`config.mk`:
```
export PLATFORM = sky130hd
export DESIGN_NAME = imh_alu
export DESIGN_NICKNAME = d
export VERILOG_FILES = /design/src/imh_alu.sv
export SDC_FILE = /design/constraint.sdc
export NUM_CORES = 1
export LEC_CHECK = 0
export BUFFER_PORTS_ARGS = -buffer_cell sky130_fd_sc_hd__clkbuf_2
export CAP_MARGIN = 30
export CORE_MARGIN = 1.5
export CORE_UTILIZATION = 30
export DETAILED_ROUTE_END_ITERATION = 6
export SLEW_MARGIN = 20
export SYNTH_ARGS = -nofsm -noshare
export SYNTH_HDL_FRONTEND = slang
export SYNTH_SLANG_ARGS = --single-unit
```
`constraint.sdc`:
```
create_clock -name vclk -period 5.4
set_clock_uncertainty 0.05 [all_clocks]
set_input_delay 0.54 -clock vclk [all_inputs]
set_output_delay 0.54 -clock vclk [all_outputs]
set_load 0.05 [all_outputs]
```
`src/imh_alu.sv`:
```
// Shared subtract/compare unit: difference and a-less-than-b from the borrow.
module imh_alu #(
  parameter int W = 48
) (
  input  logic [W-1:0] a,
  input  logic [W-1:0] b,
  output logic [W-1:0] diff,
  output logic         lt
);
  logic [W:0] full;

  assign full = {1'b0, a} - {1'b0, b};
  assign diff = full[W-1:0];
  assign lt   = full[W];
endmodule

```
### After elaboration in Yosys (flattened, before gate mapping)

Index checks and enable logic that the tools add are counted.

* register bits after elaboration: 0
* memories: 0
* output and inout port bits: 49
* bits in latches: 0
* memory bits (read-only): 0
* input port bits: 96
* memory bits (writable): 0

* $add $sub $neg: 1
* equal/unequal tests: 0
* multiply operators: 0
* reduce and logical (&&, ||, !) cells: 0
* div/mod/pow operators: 0
* shift operators: 0
* bitwise operators: 0
* multiplexer cells: 0
* $lt $le $gt $ge: 0

Operator list (count)
* 48-bit by 48-bit subtractor with 49-bit output: 1

### Depth between registers and ports, before layout

Gate-level depths: netlist (run 1).

* depth after elaboration: 1
* depth in mapped cells: 12
* depth with buffers taken out: 12

### Worst setup path before layout (run 1)

Ideal clock, no wire load.

* kind: input to output
* start: input a[0]
* end: output diff[44]
* slack: 1.207 ns
* required time: 4.810 ns
* buffers on the path: 0
* arrival time: 3.603 ns
* stages: 12
* path through: inv_1 ha_1 fa_1 and2b_1 o21ai_1 nand2b_2 a31oi_2 o311a_4 o311a_4 o211ai_4 a311oi_2 xnor2_1

* word-level cells in the longest chain between the ends: 1

RTL lines
* start: declaration: line 5 `input logic [W-1:0] a,`
* 48-bit by 48-bit subtractor with 49-bit output: line 12 `assign full = {1'b0, a} - {1'b0, b};`
* end: declaration: line 7 `output logic [W-1:0] diff,`

No other way between the ends.

### Final worst setup path (run 1)

* start: input a[0]
* end: output diff[46]

Same word-level chain as after synthesis.

==> impl_metrics.py, run 1 <==
metrics = {
    "power": {
        "p_per_area_mw_per_mm2": 206,
        "vdd_drop_max_uv": 105,
        "p_leak_uw": 0.00209,
        "power.total_uw": 776,
    },
    "worst_setup_path": {
        "crit_type": "in2out",
        "critPathLaunch": "a[0]",
        "crit_fanout": 4,
        "crit_path_end_kind": "output pin",
        "cp.arrival_ns": 3.51,
        "endpoint": "diff[46]",
        "required_ns": 4.81,
        "worstSetupStartpointType": "input port",
    },
    "yosys": {
        "syn_avg_cell_area_um2": 6.65,
        "synth_top_cell_area_share_pct": 20.5,
        "synth_seq_area_share_pct": 0,
        "synth_nets": 586,
        "synth_cells": 441,
        "synthTopCellsByArea": "ha_1 20%, a21oi_1 9.2%, xnor2_1 9.0%",
        "synth.most_common_cell": "inv_1",
        "synth_warnings": 0,
        "synth_top_cell_by_area": "ha_1",
        "ys_types": 56,
        "syn_area_mm2": 0.00293,
        "ys_top_cells_by_count": "60 x inv_1, 54 x a21oi_1, 48 x ha_1",
    },
    "timing": {
        "clock.fmax_mhz": 244,
        "post-route-worst-setup-slack_ns": 1.30,
        "fin_crit_sh_pct": 75.9,
        "period_needed_ns": 4.10,
        "setup_violations": 0,
        "final_hold_viol_count": 0,
        "maxSlewViolCount": 0,
        "setup-tns-final_ns": 0,
        "slew-limit-headroom_pct": 70.2,
        "rsz0062_at_grt": "false",
        "worst_slew_pin_slew_ns": 0.442,
    },
    "global_route": {
        "grt_usage_pct": 15.8,
        "grt_pass1_vias": 3255,
        "antenna_found_initial": 0,
        "grt_max_degree": 10,
        "overflow": 0,
        "grt_pass1_wl_mm": 14.0,
    },
    "floorplan": {
        "die_h_um": 102,
        "initial_core_util_pct": 31.3,
        "core-area_mm2": 0.00937,
        "rows": 35,
        "die_w_um": 102,
        "num_io_pins": 145,
        "design.die.area_mm2": 0.0104,
    },
    "final_layout": {
        "area_delta_synth_final_pct": 28.1,
        "drive_gt1_share_pct": 28.3,
        "stdcell_area_mm2": 0.00376,
        "nClkBuffers": 0,
        "fillers": 1057,
        "design.seq.count": 0,
        "finalNetCount": 719,
        "utilization_pct": 40.1,
        "seqCellArea_um2": 0,
        "antenna_cells": 0,
    },
    "flow_run": {
        "max_cap_viol_count": 0,
    },
    "placed_design": {
        "dpl_cell_area_mm2": 0.00376,
        "dp_slack_ns": 1.31,
        "hpwl_mm": 7.63,
        "gp_congestion": 0.843,
        "io_buffers": 145,
    },
    "detailed_routing": {
        "vias": 3506,
        "wire_per_inst_um": 12.2,
        "dr.pass1.iters": 4,
        "drtIter0Drc": 93,
        "drc": 0,
        "wirelength_mm": 8.56,
        "ant_nets": 0,
        "vias_per_cell": 5.00,
    },
    "clock_network": {
        "hold_buffers": 0,
        "postCtsSetupRepairBufs": 0,
        "cts_resized": 0,
    },
    "min_path": {
        "hp-start": "b[0]",
        "hold_class": "in2out",
    },
    "run_status": {
        "status": "completed",
    },
}
-- layer usage --
| metal | wire length [um] | vias to the layer above | track usage [%] |
|---|---|---|---|
| met5 | 0 | - | 0 |
| met1 | 3950 | 1567 | 21.1 |
| met3 | 445 | 4 | 0.479 |
| met2 | 4120 | 109 | 29.5 |
| met4 | 46 | 0 | 0.738 |
| li1 | - | 1826 | - |
-- power by group --
part | leakage (uW) | total, uW | switching [uW] | internal [uW]
logic | 0.00209 | 776 | 545 | 231
clock network | 0 | 0 | 0 | 0
registers | 0 | 0 | 0 | 0
total | 0.00209 | 776 | 545 | 231
-- cells by family after synthesis --
kind of cell / after synthesis / share of synthesized area, %
muxes: 1 / 0.341
AOI/OAI and AO/OA: 163 / 37.6
adders and majority gates: 49 / 21.2
and+or+nand+nor: 112 / 18.6
buffers and inverters: 74 / 9.81
xor gates and xnor gates: 42 / 12.5
-- worst min path at each step --
stage	end	slack (ns)	depth (start not counted)
final	diff[0]	1.48	4
after global routing	diff[0]	1.51	4
after CTS	diff[0]	1.49	4
after detailed placement	diff[0]	1.48	4
after global placement	diff[0]	1.47	4
after floorplan	diff[0]	1.31	2
-- cell usage in the layout, fill, tap and decap left out, types with 2 or more instances in the layout --
cell type	instances
clkbuf_2	145
inv_1	60
a21oi_1	54
ha_1	48
nand2_1	34
xnor2_1	30
nor2_1	26
a21o_1	21
o21ai_0	19
o21ai_1	13
xor2_1	12
nand3_1	10
o21a_1	9
nand2b_1	8
a31oi_1	8
nand4_1	7
and3_1	7
nor2b_1	7
o21bai_1	6
nor3_1	4
a21oi_2	3
a221oi_1	3
o311a_4	2
and2_1	2
o2111ai_1	2
o311a_1	2
o31a_1	2
a21boi_1	2
-- metrics by stage --
stage	hold WS [ns]	instances
floorplan	1.31	441
global placement	1.47	701
detailed placement	1.48	701
CTS	1.49	701
global route	1.51	701
finish	1.48	701
-- area by class of cell --
cell class                      count  area [um2]  area share, %
Timing Repair Buffer              145         726           19.3
Tap cell                          129         161           4.30
Inverter                           60         225           5.99
Multi-Input combinational cell    367        2650           70.4
-- critical path, stage by stage --
cell	delay, ns
clkbuf_2	0.07
inv_1	0.03
ha_1	0.21
fa_1	0.41
and2b_1	0.21
o21ai_1	0.07
nand2b_2	0.12
a31oi_2	0.14
o311a_4	0.43
o311a_4	0.42
o21ai_1	0.26
a21oi_1	0.13
xnor2_1	0.16
clkbuf_2	0.30
Power figures use the tool's default switching activity.
==> inputs of run 2 (changes only) <==
==> constraint.sdc (replaced) <==
create_clock -name vclk -period 3.56
set_clock_uncertainty 0.05 [all_clocks]
set_input_delay 0.356 -clock vclk [all_inputs]
set_output_delay 0.356 -clock vclk [all_outputs]
set_load 0.05 [all_outputs]
==> run 2 against run 1 <==
Against the previous run:
- clock-buffer cell count is the same
- global-route usage up 0.45 points
- total power is 62% higher
- via count up 2.3%
- final area grew 7.1%
- critical path type unchanged
- largest cell class unchanged
==> impl_metrics.py, run 2 (synthesis gave the netlist of run 1 again) <==
metrics = {
    "power": {
        "combPwrFrac_pct": 100.0,
        "p_int_uw": 408,
        "switchingPower_uw": 848,
        "power.total_uw": 1260,
        "p_leak_uw": 0.00223,
        "vdd_drop_max_uv": 151,
        "p_seq_share_pct": 0,
        "power_switching_share_pct": 67.5,
        "p_per_area_mw_per_mm2": 312,
        "p_clk_share_pct": 0,
    },
    "worst_setup_path": {
        "path_cells": "clkbuf_2 -> inv_1 -> ha_1 -> fa_2 -> and2b_1 -> o21ai_1 -> nand2b_2 -> a31oi_2 -> o311a_4 -> o311a_4 -> o211ai_4 -> a311oi_2 -> xnor2_2 -> buf_12",
        "worstSetupStartpointType": "input port",
        "crit_fanout": 3,
        "critPathLaunch": "a[0]",
        "crit_path_end_kind": "output pin",
        "crit_top_cell": "o311a_4",
        "required_ns": 3.15,
        "slowest_stage": "o311a_4",
        "cp.arrival_ns": 3.02,
        "crit_type": "in2out",
        "cpPeakStageDelay_ns": 0.42,
    },
    "run_status": {
        "status": "completed",
    },
    "timing": {
        "slew-limit-headroom_pct": 66.3,
        "maxSlewViolCount": 0,
        "period_needed_ns": 3.42,
        "worst_slew_pin_slew_ns": 0.501,
        "fin_crit_sh_pct": 96.1,
        "final_hold_viol_count": 0,
        "rsz0062_at_grt": "false",
        "clock.fmax_mhz": 292,
        "post-route-worst-setup-slack_ns": 0.137,
        "setup_violations": 0,
    },
    "placed_design": {
        "dp_slack_ns": -0.0192,
        "io_buffers": 145,
        "hpwl_mm": 7.85,
        "gp_congestion": 0.865,
        "dp.cells": 723,
    },
    "floorplan": {
        "die_h_um": 102,
        "design.die.area_mm2": 0.0104,
        "die_w_um": 102,
        "num_io_pins": 145,
        "core-area_mm2": 0.00937,
        "rows": 35,
        "initial_core_util_pct": 31.3,
    },
    "detailed_routing": {
        "wire_per_inst_um": 12.3,
        "wirelength_mm": 8.90,
        "vias": 3585,
        "drc": 0,
        "ant_nets": 0,
        "dr.pass1.iters": 4,
        "vias_per_cell": 4.96,
        "drtIter0Drc": 99,
    },
    "final_layout": {
        "drive_gt1_share_pct": 32.5,
        "layout.cells.non_filler": 723,
        "final_common_cell": "clkbuf_2",
        "nClkBuffers": 0,
        "layout_common_cells": "139 x clkbuf_2, 60 x inv_1, 53 x a21oi_1",
        "area_delta_synth_final_pct": 37.2,
        "antenna_cells": 0,
        "design.seq.count": 0,
        "seqCellArea_um2": 0,
        "finalNetCount": 741,
        "utilization_pct": 42.9,
    },
    "global_route": {
        "antenna_found_initial": 0,
        "grt_pass1_vias": 3328,
        "overflow": 0,
        "grt_max_degree": 10,
        "grt_usage_pct": 16.2,
        "grt_pass1_wl_mm": 14.4,
        "use_met2_pct": 29.3,
        "top_usage_layer": "met2",
        "use_met1_pct": 22.8,
        "met3_usage_pct": 0.274,
    },
    "min_path": {
        "hp-start": "b[0]",
        "hold_class": "in2out",
        "min_to": "diff[0]",
        "holdPathStages": 4,
    },
    "clock_network": {
        "hold_buffers": 0,
    },
    "flow_run": {
        "max_cap_viol_count": 0,
    },
}
## run 2: cell count changes in the layout (fill, tap and decap cells not counted), sizes merged
| cell | previous run | this run |
|---|---|---|
| buf | 0 | 26 |
| clkbuf | 145 | 141 |
## run 2: metal layers
layer  vias to the layer above  share of wire (%)
met5                         -                  0
met4                         0               0.26
met1                      1605                 48
li1                       1871                  -
met3                         2                4.8
met2                       107                 47
## run 2: worst max path at each step
stage,to,slack [ns],cells after the start
6_report,diff[44],0.14,14
5_1_grt,diff[47],0.005,13
4_1_cts,diff[44],0.03,14
3_5_place_dp,diff[46],-0.02,14
3_3_place_gp,diff[44],0.04,14
2_1_floorplan,diff[32],0.02,12
## run 2: area by class of cell
class / count / area (um2)
fill: 1038 / 5350
multi-input combinational: 367 / 2710
timing repair buffer: 167 / 926
inverter: 60 / 225
tap: 129 / 161
## run 2: what timing repair did
item                       in CTS  in global routing
buffers inserted                0                  0
pin swaps                       3                  4
setup endpoints to repair       2                 12
gates resized for setup         2                  7
## run 2: power by group through the flow
stage               registers (uW)  logic [uW]  clock network, uW
floorplan                        0         923                  0
global placement                 0        1240                  0
detailed placement               0        1250                  0
CTS                              0        1260                  0
global route                     0        1350                  0
finish                           0        1260                  0
## run 2: worst max-delay path: cells and delay by family
kind	cells	cell delay, ns
adders and majority gates	2	0.56
xor gates and xnor gates	1	0.20
AOI/OAI and AO/OA	6	1.35
and+or+nand+nor	2	0.29
buffers and inverters	3	0.26
## run 2: metrics by stage
stage	hold WS [ns]	instance area [um2]	setup TNS (ns)
4_1_cts	1.12	4000	0
5_1_grt	1.14	4020	0
3_5_place_dp	1.11	4000	-0.0258
6_report	1.12	4020	0
3_3_place_gp	1.10	4000	0
2_1_floorplan	0.908	2980	0
